## config.mk

```make
export PLATFORM = sky130hd
export DESIGN_NAME = preprocessor_expression_lexer
export DESIGN_NICKNAME = d
export VERILOG_FILES = /design/src/rtl/ppel_pkg.sv /design/src/rtl/preprocessor_expression_lexer.sv
export SDC_FILE = /design/constraint.sdc
export NUM_CORES = 1
export LEC_CHECK = 0
export BUFFER_PORTS_ARGS = -buffer_cell sky130_fd_sc_hd__clkbuf_2
export CORE_AREA = 2 2 199 201
export DETAILED_ROUTE_END_ITERATION = 10
export DIE_AREA = 0 0 201 203
export GPL_ROUTABILITY_DRIVEN = 0
export GPL_TIMING_DRIVEN = 0
export PLACE_DENSITY = 0.67
export SYNTH_ARGS = -nofsm -noshare
export SYNTH_HDL_FRONTEND = slang
export SYNTH_SLANG_ARGS = --single-unit
```

## constraint.sdc

```tcl
create_clock -name clk -period 16.5 [get_ports clk]
set_input_delay 0 -clock clk [delete_from_list [all_inputs] [get_ports clk]]
set_output_delay 0 -clock clk [all_outputs]
set_load 0.005 [all_outputs]
```

## src/rtl/ppel_pkg.sv

```systemverilog
// types, codes and character classes for the preprocessor expression lexer
package ppel_pkg;

	typedef enum logic [4:0] {
		ST_INIT,
		ST_IDENT,
		ST_IDENT2,
		ST_NUM0,
		ST_0X,
		ST_DEC,
		ST_OCT,
		ST_HEX,
		ST_POST1,
		ST_POST2,
		ST_VBAR,
		ST_AND,
		ST_NOT,
		ST_EQ,
		ST_ANGLE,
		ST_ADD,
		ST_SUB,
		ST_STRING,
		ST_ESC,
		ST_STRHEX
	} lex_state_t;

	typedef enum logic [2:0] {
		KIND_OP,
		KIND_IDENT,
		KIND_MACRO,
		KIND_NUMBER,
		KIND_STRING,
		KIND_CHAR,
		KIND_EOL,
		KIND_ERROR
	} kind_t;

	typedef enum logic [2:0] {
		ERR_NONE,
		ERR_DIGIT89,
		ERR_BARE_0X,
		ERR_INC,
		ERR_DEC,
		ERR_UNTERM
	} err_t;

	typedef enum logic [1:0] {
		BASE_DEC,
		BASE_OCT,
		BASE_HEX
	} base_t;

	typedef struct packed {
		kind_t       kind;
		logic [31:0] value;
		logic [7:0]  op_first;
		logic [7:0]  op_second;
		logic [7:0]  length;
		err_t        error_code;
		logic        last;
	} res_t;

	function automatic logic is_eol(input logic [7:0] c);
		return c == 8'd0 || c == 8'd10;
	endfunction

	function automatic logic is_blank(input logic [7:0] c);
		return c == 8'd32 || c == 8'd9 || c == 8'd11 || c == 8'd12 || c == 8'd13;
	endfunction

	function automatic logic is_alpha(input logic [7:0] c);
		return (c >= "a" && c <= "z") || (c >= "A" && c <= "Z");
	endfunction

	function automatic logic is_digit(input logic [7:0] c);
		return c >= "0" && c <= "9";
	endfunction

	function automatic logic is_ident(input logic [7:0] c);
		return is_alpha(c) || is_digit(c) || c == "_";
	endfunction

	function automatic logic is_hex(input logic [7:0] c);
		return is_digit(c) || (c >= "a" && c <= "f") || (c >= "A" && c <= "F");
	endfunction

	function automatic logic is_l(input logic [7:0] c);
		return c == "l" || c == "L";
	endfunction

	function automatic logic is_u(input logic [7:0] c);
		return c == "u" || c == "U";
	endfunction

	function automatic logic [3:0] hex_val(input logic [7:0] c);
		logic [7:0] d;
		if (is_digit(c)) d = c - "0";
		else if (c >= "a" && c <= "f") d = c - "a" + 8'd10;
		else d = c - "A" + 8'd10;
		return d[3:0];
	endfunction

	function automatic res_t mk_res(input kind_t k, input logic [31:0] v,
			input logic [7:0] a, input logic [7:0] b, input logic [7:0] len, input err_t e);
		res_t r;
		r.kind       = k;
		r.value      = v;
		r.op_first   = a;
		r.op_second  = b;
		r.length     = len;
		r.error_code = e;
		r.last       = 1'b0;
		return r;
	endfunction

endpackage

```

## src/rtl/preprocessor_expression_lexer.sv

```systemverilog
// preprocessor expression lexer: one character in, up to two tokens out
// - s_axis carries one character per item (tdata[7:0]) and the sharp mode
//   flag (tdata[8]); code 0 or 10 ends the line and yields an end-of-line token
// - m_axis carries tokens: tuser is the kind, tdata packs value, operator
//   characters, length and error code; tlast marks the final token caused by
//   one input character (a character that ends a token and starts another
//   gives two tokens)
// - an item is registered in the input register, lexed once the queue has
//   room for two tokens and written into a 4-entry result queue, whose head
//   drives m_axis
// - throughput: one character per cycle while the queue has room for two
//   tokens; the queue drains one token per cycle while the receiver is ready,
//   so over a long run the extra token of a two-token character slows the input
// - the lexer takes a registered character only when the queue has room for
//   two tokens; when the receiver stalls the queue fills and tready falls,
//   nothing is dropped
// - reset empties the queue and the input register and puts the lexer in its
//   initial state (accumulator and length zero, last plain char all ones)
// - MAX_TOKEN_LEN sets the length counter; lengths saturate at it and at 255
module preprocessor_expression_lexer #(
	parameter int MAX_TOKEN_LEN = 255
) (
	input  logic        clk,
	input  logic        arst_n,
	input  logic        s_axis_tvalid,
	output logic        s_axis_tready,
	input  logic [15:0] s_axis_tdata,   // ch [7:0], get_sharp [8], zero [15:9]
	output logic        m_axis_tvalid,
	input  logic        m_axis_tready,
	output logic [63:0] m_axis_tdata,   // value [31:0], op_first [39:32],
	                                    // op_second [47:40], length [55:48],
	                                    // error_code [58:56], zero [63:59]
	output logic [2:0]  m_axis_tuser,   // kind [2:0]
	output logic        m_axis_tlast    // last
);
	import ppel_pkg::*;

	localparam int LEN_W = $clog2(MAX_TOKEN_LEN + 1);
	localparam int QDEPTH = 4;
	localparam int QPTR_W = $clog2(QDEPTH);

	// input register
	logic       valid_s1;
	logic [7:0] ch_s1;
	logic       sharp_s1;
	logic       fire_s1;

	// lexer state
	lex_state_t       st_q, st_n;
	logic [31:0]      acc_q, acc_n;
	logic [LEN_W-1:0] len_q, len_n;
	logic             qdbl_q, qdbl_n;
	logic [7:0]       lpc_q, lpc_n;
	logic             sharp_seen_q, sharp_seen_n;
	logic [7:0]       angle_q, angle_n;
	base_t            base_q, base_n;

	// tokens from the current character
	res_t res_a, res_b;
	logic vld_a, vld_b;
	logic redo;

	// result queue
	res_t              q_mem_q [QDEPTH];
	logic [QPTR_W-1:0] wr_q, rd_q;
	logic [QPTR_W:0]   cnt_q;
	logic              pop;
	res_t              push0, push1;
	logic [1:0]        push_n;
	res_t              head;

	function automatic logic [7:0] sat_len(input logic [LEN_W-1:0] l);
		logic [LEN_W+7:0] w;
		w = (LEN_W + 8)'(l);
		return (|w[LEN_W+7:8]) ? 8'hFF : w[7:0];
	endfunction

	assign fire_s1       = valid_s1 && (cnt_q <= (QPTR_W + 1)'(QDEPTH - 2));
	assign s_axis_tready = !valid_s1 || fire_s1;

	always_ff @(posedge clk or negedge arst_n) begin
		if (!arst_n) begin
			valid_s1 <= 1'b0;
		end else if (s_axis_tready) begin
			valid_s1 <= s_axis_tvalid;
		end
	end

	always_ff @(posedge clk) begin
		if (s_axis_tready && s_axis_tvalid) begin
			ch_s1    <= s_axis_tdata[7:0];
			sharp_s1 <= s_axis_tdata[8];
		end
	end

	// next state and token logic: continue the open token, then, if the
	// character ended it or none was open, start a new one with it
	always_comb begin
		logic [31:0] mult;
		logic [3:0]  digit;
		logic [7:0]  c;
		logic [31:0] cval;

		c            = ch_s1;
		st_n         = st_q;
		acc_n        = acc_q;
		len_n        = len_q;
		qdbl_n       = qdbl_q;
		lpc_n        = lpc_q;
		sharp_seen_n = sharp_seen_q;
		angle_n      = angle_q;
		base_n       = base_q;
		res_a        = mk_res(KIND_OP, 32'd0, 8'd0, 8'd0, 8'd0, ERR_NONE);
		res_b        = res_a;
		vld_a        = 1'b0;
		vld_b        = 1'b0;
		redo         = 1'b0;
		digit        = 4'd0;
		mult         = 32'd0;
		cval         = {{24{lpc_q[7]}}, lpc_q};

		// continue the open token
		case (st_q)
			ST_INIT: begin
				redo = 1'b1;
			end
			ST_IDENT: begin
				if (is_ident(c)) begin
					if (len_n < LEN_W'(MAX_TOKEN_LEN)) len_n = len_n + LEN_W'(1);
				end else begin
					res_a = mk_res(KIND_IDENT, 32'd0, 8'd0, 8'd0, sat_len(len_n), ERR_NONE);
					vld_a = 1'b1;
					redo  = 1'b1;
				end
			end
			ST_IDENT2: begin
				if (is_blank(c)) begin
					// blanks inside a joined identifier are dropped
				end else if (is_ident(c) || c == "#") begin
					if (c == "#") sharp_seen_n = 1'b1;
					if (len_n < LEN_W'(MAX_TOKEN_LEN)) len_n = len_n + LEN_W'(1);
				end else begin
					res_a = mk_res(sharp_seen_q ? KIND_MACRO : KIND_IDENT, 32'd0, 8'd0, 8'd0,
						sat_len(len_n), ERR_NONE);
					vld_a = 1'b1;
					redo  = 1'b1;
				end
			end
			ST_NUM0: begin
				if (c == "x" || c == "X") begin
					if (len_n < LEN_W'(MAX_TOKEN_LEN)) len_n = len_n + LEN_W'(1);
					st_n = ST_0X;
				end else if (c >= "0" && c <= "7") begin
					base_n = BASE_OCT;
					digit  = c[3:0];
					st_n   = ST_OCT;
				end else if (c == "8" || c == "9") begin
					res_a = mk_res(KIND_ERROR, 32'd0, 8'd0, 8'd0, 8'd0, ERR_DIGIT89);
					vld_a = 1'b1;
				end else begin
					res_a = mk_res(KIND_NUMBER, acc_q, 8'd0, 8'd0, sat_len(len_n), ERR_NONE);
					vld_a = 1'b1;
					redo  = 1'b1;
				end
			end
			ST_OCT: begin
				if (c >= "0" && c <= "7") begin
					digit = c[3:0];
				end else begin
					res_a = mk_res(KIND_NUMBER, acc_q, 8'd0, 8'd0, sat_len(len_n), ERR_NONE);
					vld_a = 1'b1;
					redo  = 1'b1;
				end
			end
			ST_0X: begin
				if (is_hex(c)) begin
					base_n = BASE_HEX;
					digit  = hex_val(c);
					st_n   = ST_HEX;
				end else begin
					// bad character is consumed, an end of line is seen again
					res_a = mk_res(KIND_ERROR, 32'd0, 8'd0, 8'd0, 8'd0, ERR_BARE_0X);
					vld_a = 1'b1;
					redo  = is_eol(c);
				end
			end
			ST_HEX, ST_DEC: begin
				if ((st_q == ST_HEX) ? is_hex(c) : is_digit(c)) begin
					digit = hex_val(c);
				end else if (is_u(c)) begin
					st_n = ST_POST1;
				end else if (is_l(c)) begin
					st_n = ST_POST2;
				end else begin
					res_a = mk_res(KIND_NUMBER, acc_q, 8'd0, 8'd0, sat_len(len_n), ERR_NONE);
					vld_a = 1'b1;
					redo  = 1'b1;
				end
			end
			ST_POST1: begin
				if (is_l(c)) begin
					st_n = ST_POST2;
				end else begin
					res_a = mk_res(KIND_NUMBER, acc_q, 8'd0, 8'd0, sat_len(len_n), ERR_NONE);
					vld_a = 1'b1;
					redo  = 1'b1;
				end
			end
			ST_POST2: begin
				// a second l is swallowed, anything else starts a token
				res_a = mk_res(KIND_NUMBER, acc_q, 8'd0, 8'd0, sat_len(len_n), ERR_NONE);
				vld_a = 1'b1;
				redo  = !is_l(c);
			end
			ST_VBAR, ST_AND, ST_NOT, ST_EQ, ST_ANGLE: begin
				logic [7:0] op;
				logic       pair;
				case (st_q)
					ST_VBAR: begin op = "|"; pair = (c == "|"); end
					ST_AND: begin op = "&"; pair = (c == "&"); end
					ST_NOT: begin op = "!"; pair = (c == "="); end
					ST_EQ: begin op = "="; pair = (c == "="); end
					default: begin op = angle_q; pair = (c == "=") || (c == angle_q); end
				endcase
				vld_a = 1'b1;
				if (pair) begin
					res_a = mk_res(KIND_OP, 32'd0, op, c, 8'd2, ERR_NONE);
				end else begin
					res_a = mk_res(KIND_OP, 32'd0, op, 8'd0, 8'd1, ERR_NONE);
					redo  = 1'b1;
				end
			end
			ST_ADD, ST_SUB: begin
				logic [7:0] op;
				op    = (st_q == ST_ADD) ? "+" : "-";
				vld_a = 1'b1;
				if (c == op) begin
					res_a = mk_res(KIND_ERROR, 32'd0, 8'd0, 8'd0, 8'd0,
						(st_q == ST_ADD) ? ERR_INC : ERR_DEC);
				end else begin
					res_a = mk_res(KIND_OP, 32'd0, op, 8'd0, 8'd1, ERR_NONE);
					redo  = 1'b1;
				end
			end
			ST_STRING, ST_ESC, ST_STRHEX: begin
				if (is_eol(c)) begin
					res_a = mk_res(KIND_ERROR, 32'd0, 8'd0, 8'd0, 8'd0, ERR_UNTERM);
					vld_a = 1'b1;
					redo  = 1'b1;
				end else if (st_q == ST_ESC) begin
					if (len_n < LEN_W'(MAX_TOKEN_LEN)) len_n = len_n + LEN_W'(1);
					st_n = (c == "x" || c == "X") ? ST_STRHEX : ST_STRING;
				end else if (st_q == ST_STRHEX && is_hex(c)) begin
					if (len_n < LEN_W'(MAX_TOKEN_LEN)) len_n = len_n + LEN_W'(1);
				end else begin
					// ordinary string character, may close the literal
					st_n = ST_STRING;
					if (len_n < LEN_W'(MAX_TOKEN_LEN)) len_n = len_n + LEN_W'(1);
					if (c == "\"") begin
						if (qdbl_q) begin
							res_a = mk_res(KIND_STRING, 32'd0, 8'd0, 8'd0, sat_len(len_n),
								ERR_NONE);
							vld_a = 1'b1;
						end
					end else if (c == "'") begin
						if (!qdbl_q) begin
							res_a = mk_res(KIND_CHAR, cval, 8'd0, 8'd0, sat_len(len_n),
								ERR_NONE);
							vld_a = 1'b1;
						end
					end else if (c == "\\") begin
						st_n = ST_ESC;
					end else begin
						lpc_n = c;
					end
				end
			end
			default: begin
				redo = 1'b1;
			end
		endcase

		// digit accumulate, modulo 2^32
		if (st_q == ST_NUM0 || st_q == ST_OCT || st_q == ST_0X || st_q == ST_HEX
				|| st_q == ST_DEC) begin
			if (!vld_a && st_n != ST_0X && st_n != ST_POST1 && st_n != ST_POST2) begin
				case (base_n)
					BASE_HEX: mult = acc_n << 4;
					BASE_OCT: mult = acc_n << 3;
					default:  mult = (acc_n << 3) + (acc_n << 1);
				endcase
				acc_n = mult + {28'd0, digit};
				if (len_n < LEN_W'(MAX_TOKEN_LEN)) len_n = len_n + LEN_W'(1);
			end
		end

		if (vld_a || redo) st_n = ST_INIT;

		// start a token with this character
		if (redo) begin
			if (is_eol(c)) begin
				res_b = mk_res(KIND_EOL, 32'd0, 8'd0, 8'd0, 8'd0, ERR_NONE);
				vld_b = 1'b1;
			end else if (!is_blank(c)) begin
				len_n = LEN_W'(0);
				acc_n = 32'd0;
				if (is_alpha(c) || c == "_" || c == "#") begin
					len_n        = LEN_W'(1);
					sharp_seen_n = (c == "#");
					st_n         = sharp_s1 ? ST_IDENT2 : ST_IDENT;
				end else if (c == "0") begin
					len_n  = LEN_W'(1);
					base_n = BASE_DEC;
					st_n   = ST_NUM0;
				end else if (is_digit(c)) begin
					len_n  = LEN_W'(1);
					base_n = BASE_DEC;
					acc_n  = {28'd0, c[3:0]};
					st_n   = ST_DEC;
				end else if (c == "|") begin
					st_n = ST_VBAR;
				end else if (c == "&") begin
					st_n = ST_AND;
				end else if (c == "!") begin
					st_n = ST_NOT;
				end else if (c == "=") begin
					st_n = ST_EQ;
				end else if (c == "<" || c == ">") begin
					angle_n = c;
					st_n    = ST_ANGLE;
				end else if (c == "+") begin
					st_n = ST_ADD;
				end else if (c == "-") begin
					st_n = ST_SUB;
				end else if (c == "\"" || c == "'") begin
					len_n  = LEN_W'(1);
					qdbl_n = (c == "\"");
					lpc_n  = 8'hFF;
					st_n   = ST_STRING;
				end else begin
					// anything else is a one-character operator
					res_b = mk_res(KIND_OP, 32'd0, c, 8'd0, 8'd1, ERR_NONE);
					vld_b = 1'b1;
				end
			end
		end
	end

	always_ff @(posedge clk or negedge arst_n) begin
		if (!arst_n) begin
			st_q         <= ST_INIT;
			acc_q        <= 32'd0;
			len_q        <= LEN_W'(0);
			qdbl_q       <= 1'b0;
			lpc_q        <= 8'hFF;
			sharp_seen_q <= 1'b0;
			angle_q      <= 8'd0;
			base_q       <= BASE_DEC;
		end else if (fire_s1) begin
			st_q         <= st_n;
			acc_q        <= acc_n;
			len_q        <= len_n;
			qdbl_q       <= qdbl_n;
			lpc_q        <= lpc_n;
			sharp_seen_q <= sharp_seen_n;
			angle_q      <= angle_n;
			base_q       <= base_n;
		end
	end

	// order the tokens and mark the final one
	always_comb begin
		push0      = vld_a ? res_a : res_b;
		push0.last = !(vld_a && vld_b);
		push1      = res_b;
		push1.last = 1'b1;
		if (!fire_s1) push_n = 2'd0;
		else push_n = 2'(vld_a) + 2'(vld_b);
	end

	assign pop = m_axis_tvalid && m_axis_tready;

	always_ff @(posedge clk or negedge arst_n) begin
		if (!arst_n) begin
			wr_q  <= '0;
			rd_q  <= '0;
			cnt_q <= '0;
		end else begin
			wr_q  <= wr_q + QPTR_W'(push_n);
			rd_q  <= rd_q + QPTR_W'(pop);
			cnt_q <= cnt_q + (QPTR_W + 1)'(push_n) - (QPTR_W + 1)'(pop);
		end
	end

	always_ff @(posedge clk) begin
		if (push_n != 2'd0) q_mem_q[wr_q] <= push0;
		if (push_n == 2'd2) q_mem_q[wr_q + QPTR_W'(1)] <= push1;
	end

	// output side
	always_comb begin
		head          = q_mem_q[rd_q];
		m_axis_tvalid = (cnt_q != '0);
		m_axis_tdata  = {5'd0, head.error_code, head.length, head.op_second,
			head.op_first, head.value};
		m_axis_tuser  = head.kind;
		m_axis_tlast  = head.last;
	end

endmodule

```

After elaboration in Yosys (flattened, before gate mapping) --
Memory sizes are Yosys's and may differ from the RTL's. Index checks and enable logic that the tools add are counted.
Word-level totals: register bits 82, bits in writable memories 252, output and inout bits 70, logic and storage cells 362, memories 1
Cells by class: add/subtract/negate cells 15, $lt $le $gt $ge 12, eq/ne operators 55, mux-type cells 198, bitwise logic cells 12, reductions and logical operators 55
Memories:
- q_mem_q | depth 4, bits a word 63, rd ports 1, clocked after memory_dff 0, wr ports 2, line preprocessor_expression_lexer.sv:64 | res_t q_mem_q [QDEPTH];
Operator list (count):
- $mux W63 | 15
- $pmux W63 S11 | 1
- $mux W62 | 6
- $mux W28 | 12
- $mux W8 | 33
- $mux W32 | 7
- $mux W5 | 24
- $eq A8 B6 Y1 const B | 14
- $eq A8 B7 Y1 const B | 9
- $pmux W32 S2 | 1
- $pmux W8 S4 | 2
- $mux W1 | 62
- $mux W61 | 1
- $eq A5 B4 Y1 const B | 8
- $eq A8 B4 Y1 const B | 5
- $mux W4 | 9
- $add A32 B32 Y32 | 1
- $add A32 B4 Y32 | 1
- $le A8 B7 Y1 const B | 4
- $mux W2 | 16
- $logic_or A1 B1 Y1 | 26
- $pmux W5 S5 | 1
- $eq A5 B3 Y1 const B | 4
- $eq A5 B5 Y1 const B | 4
- other kinds (41) | 81

Longest topological paths before layout --
depth in word-level cells 25, gate-level depth with buffers 30, mapped depth without buffers 24

Least setup slack after synthesis --
Ideal clock, no wire load.
path type register to register, start reg ch_s1[0], end reg acc_q[23], library setup time 0.121 ns, arrival 5.877 ns, slack 10.502 ns, stages on the path, launching flop included 31, path buffers 6, cells stage by stage edfxtp_1 clkbuf_1 inv_1 ha_1 o21bai_1 a21o_1 buf_6 clkinv_2 a21o_1 nand2_1 a21boi_0 inv_1 ha_1 clkbuf_1 clkbuf_1 clkbuf_1 buf_1 and2_1 ha_1 inv_1 fa_1 inv_1 a21oi_1 nor2_1 nand2_1 nor3_1 nand3_1 nor2_1 nand2_1 xnor2_1 a22o_1
On the way: longest elaborated chain between the ends 18
Ends and longest elaborated chain:
- start: declaration | line preprocessor_expression_lexer.sv:44 | logic [7:0] ch_s1;
- start signal: assignment | line preprocessor_expression_lexer.sv:91 | ch_s1 <= s_axis_tdata[7:0];
- parallel branches: the longest is 17 deep, another holds $add A32 B4 Y32
- $mux W32 * | line preprocessor_expression_lexer.sv:300 | if (redo) begin
- end signal: assignment | line preprocessor_expression_lexer.sv:361 | acc_q <= acc_n;
- end: declaration | line preprocessor_expression_lexer.sv:50 | logic [31:0] acc_q, acc_n;
Mark *: on every way between the ends. The select of a mux whose other input is x is not followed. A chain may end at the register's enable or synchronous reset.

Worst setup path after layout --
start reg ch_s1[0], end reg acc_q[29]
The elaborated chain is that of the path after synthesis.

==> flow_summary_export.csv <==
group,metric,value,unit
routing,wl_per_cell,22.1,um
floorplanning,start_util,49.8,%
clock_network,cts_buffers,37,
layout,area_delta_synth_final,13.2,%
grt,grt_max_degree,66,
floorplanning,core,0.0385,mm^2
clock_network,clk_path_buf_depth,3,
routing,dr_total_vias,18300,
synthesis,syn_avg_cell_area,8.95,um^2
layout,num_antenna_cells,0,
sta,layout_worst_path_cycle_share,51.3,%
layout,final.fill_count,3511,
routing,drc_errors,0,
floorplanning,die_area,0.0408,mm^2
clock_network,holdBufCountCts,13,
synthesis,syn_inst,2141,
outcome,run_status,"complete, no violations",
place,io_buffers,77,
sta,tns,0,ps
clock_network,cts_tree,"yes",
sta,fmax,118,MHz
pwr,clkPwrFrac,24.5,%
clock_network,clkTransAtPathRegs,60,ps
pwr,power,3.68,mW
grt,grt_pass1_vias,17600,
floorplanning,dieHeight,203,um
sta,max_slew_margin,27.1,%
synthesis,yosysWarnings,0,
pwr,power.switching,1.62,mW
routing,drt-total-wl,62300,um
synthesis,ys_types,105,
synthesis,synth_enable_flop_cells,53,
floorplanning,rows,72,
synthesis,syn_area,0.0192,mm^2
sta,setup_viol_count_final,0,
floorplanning,pin_count,90,
grt,grt_antenna_before_repair,0,
synthesis,synth_area_leaders,"dfxtp_1, dfrtp_1, edfxtp_1",
grt,use_met3,4.56,%
layout,final_cell_area,0.0217,mm^2
layout,drive_gt1_share,11.6,%
floorplanning,dieWidth,201,um
synthesis,yosys.area.top_type_share,21.7,%
synthesis,synth-seq-cells,334,
setup_path,path_class,"reg2reg",
sta,maxSlewViolCount,0,
pwr,p_sw_share,44.0,%
grt,grt.busiest_layer,"met2",
synthesis,synth-main-ff-cell,"dfxtp_1",
pwr,leakage,7.85,nW
synthesis,async_reset_ff_share,21.9,%
clock_network,h-tree-depth,2,
setup_path,required,16920,ps
sta,finalClockSkew,19.9,ps
pwr,share_comb_of_total_power,46.9,%
layout,regArea,0.00759,mm^2
setup_path,end_kind,"register",
flow_run,maxCapViolations,0,
place,place_ws,8290,ps
setup_path,critPathMaxStageDelay,670,ps
sta,rsz0062_at_grt,"false",
routing,detail-route-antenna-nets,0,
synthesis,ys_seq_area_share,39.6,%
sta,tightest_slew,1090,ps
synthesis,synth_area_leader_cell,"dfxtp_1",
clock_network,clock_latency,560,ps
setup_path,critPathMaxFanout,10,
pwr,p_int,2.06,mW
grt,grt_usage,30.1,%
layout,nNetsFinal,2345,
pwr,p_seq_share,28.7,%
place,dpl-instance-area,0.0202,mm^2
place,dp_hpwl,44600,um
clock_network,cts_root_buffer,"clkbuf_16",
worst_hold_path,hp-class,"in2async",
grt,grt.met2_usage,49.1,%
setup_path,crit_slowest_cell,"edfxtp_1",
routing,drt_iter0_markers,2032,
sta,setup_ws,8040,ps
routing,viasPerCell,6.48,
clock_network,cts_resized,0,
clock_network,clkSinkCount,334,
pwr,power_density,170,mW/mm^2
layout,multi_input_area,0.0107,mm^2
sta,final_hold_viol_count,0,
sta,period_needed,8460,ps
grt,overflow,0,
routing,dr.pass1.iters,6,
grt,grt_pass1_wl,97700,um
grt,met1_usage,40.2,%
clock_network,post-cts-setup-buffers,0,
setup_path,crit_path_start_kind,"register",
setup_path,critical_path_arrival,8880,ps
pwr,ir_worst_vdd,0.0000740,V
## power groups by stage
stage	combinational [mW]	sequential, mW	clock (mW)
detailed placement	1.68	1.07	0
global placement	1.65	1.06	0
CTS	1.69	1.05	0.905
global route	1.85	1.07	0.937
floorplan	1.16	1.04	0
finish	1.72	1.05	0.901
## critical path: cells and delay by family (launching register included)
family / cells / cell delay, ps
flops: 1 / 670
simple gates: 8 / 1720
fa+ha+maj: 4 / 1260
buf+inv: 11 / 3360
xor+xnor: 1 / 190
compound gates: 6 / 1080
## kinds of logic (layout without fill, tap and decap cells)
group | count (synthesis) | in the layout | share of synthesized area, %
AOI/OAI and AO/OA | 687 | 687 | 22.5
xor gates and xnor gates | 53 | 53 | 2.42
adders and majority gates | 50 | 50 | 3.38
buffers and inverters | 216 | 374 | 4.61
DFF | 334 | 334 | 39.6
muxes | 81 | 81 | 8.36
other | 1 | 5 | 0.0196
and+or+nand+nor | 719 | 719 | 19.1
## registers in the layout, indices dropped and copies added, names as in the netlist
| signal | cells |
|---|---|
| acc_q | 32 |
| qdbl_q | 1 |
| cnt_q | 3 |
| rd_q | 2 |
| q_mem_q | 252 |
| valid_s1 | 1 |
| sharp_s1 | 1 |
| st_q | 5 |
| sharp_seen_q | 1 |
| ch_s1 | 8 |
| angle_q | 8 |
| wr_q | 2 |
| lpc_q | 8 |
| len_q | 8 |
| base_q | 2 |
## per-layer routing
layer / share of wire (%) / routed length [um]
met5: 0 / 0
met1: 41 / 25700
met4: 3.2 / 1970
met3: 8.6 / 5370
met2: 47 / 29200
## metrics by stage
step           util (%)  cells  hold WS (ps)
3_3_place_gp       52.5   2740           188
3_5_place_dp       52.6   2741          -108
2_1_floorplan         -   2145          -296
5_1_grt            56.4   2821          73.0
4_1_cts            56.4   2821          29.4
6_report           56.4   2821          12.4
## layout make-up
class                      count  area share, %
tap                          518           2.99
buffer                       176           3.36
multi-input combinational   1595           49.3
timing repair buffer          91           2.51
clock inverter                17           1.23
sequential                   334           35.0
inverter                      40          0.709
clock buffer                  50           4.87
## cells in the final DEF (no fill, tap or decap), drive strengths merged, types with 53 or more instances in the layout
cell type,count
dfxtp,208
edfxtp,53
a21oi,100
nor2,92
nand3,251
mux4,63
dfrtp,65
o21ai,317
nand2,175
clkbuf,267
## synthesized netlist by cell type (10+ instances only)
library cell and instances:
a211oi_1 24, a21o_1 14, a21oi_1 100, a221oi_1 16, a22oi_1 19, a31oi_1 20
and2_1 19, and3_1 15, buf_1 17, clkbuf_1 140, dfrtp_1 65, dfxtp_1 208
edfxtp_1 53, ha_1 47, inv_1 36, mux2i_1 16, mux4_2 63, nand2_1 174
nand2b_1 18, nand3_1 251, nand4_1 16, nor2_1 92, nor2b_1 11, nor3_1 39
o211ai_1 13, o21a_1 13, o21ai_0 315, o21bai_1 10, o22ai_1 23, or3_1 10
xnor2_1 40, xor2_1 13
## worst paths after layout
kind	start	to	slack, ps	cells past startpoint
min in group clk	s_axis_tdata[8]	sharp_s1$_DFFE_PP_	150	2
min reg2reg	q_mem_q[0][39]$_SDFFE_PP0P_	q_mem_q[0][39]$_SDFFE_PP0P_	470	2
min	arst_n	st_q[0]$_DFFE_PN0P_	10	3
max	ch_s1[0]$_DFFE_PP_	acc_q[29]$_DFFE_PN0P_	8040	30
max in group asynchronous	arst_n	base_q[1]$_DFFE_PN0P_	15690	3
max reg2reg	ch_s1[0]$_DFFE_PP_	acc_q[29]$_DFFE_PN0P_	8040	30
Note: power is estimated with default switching activity, not from simulation.
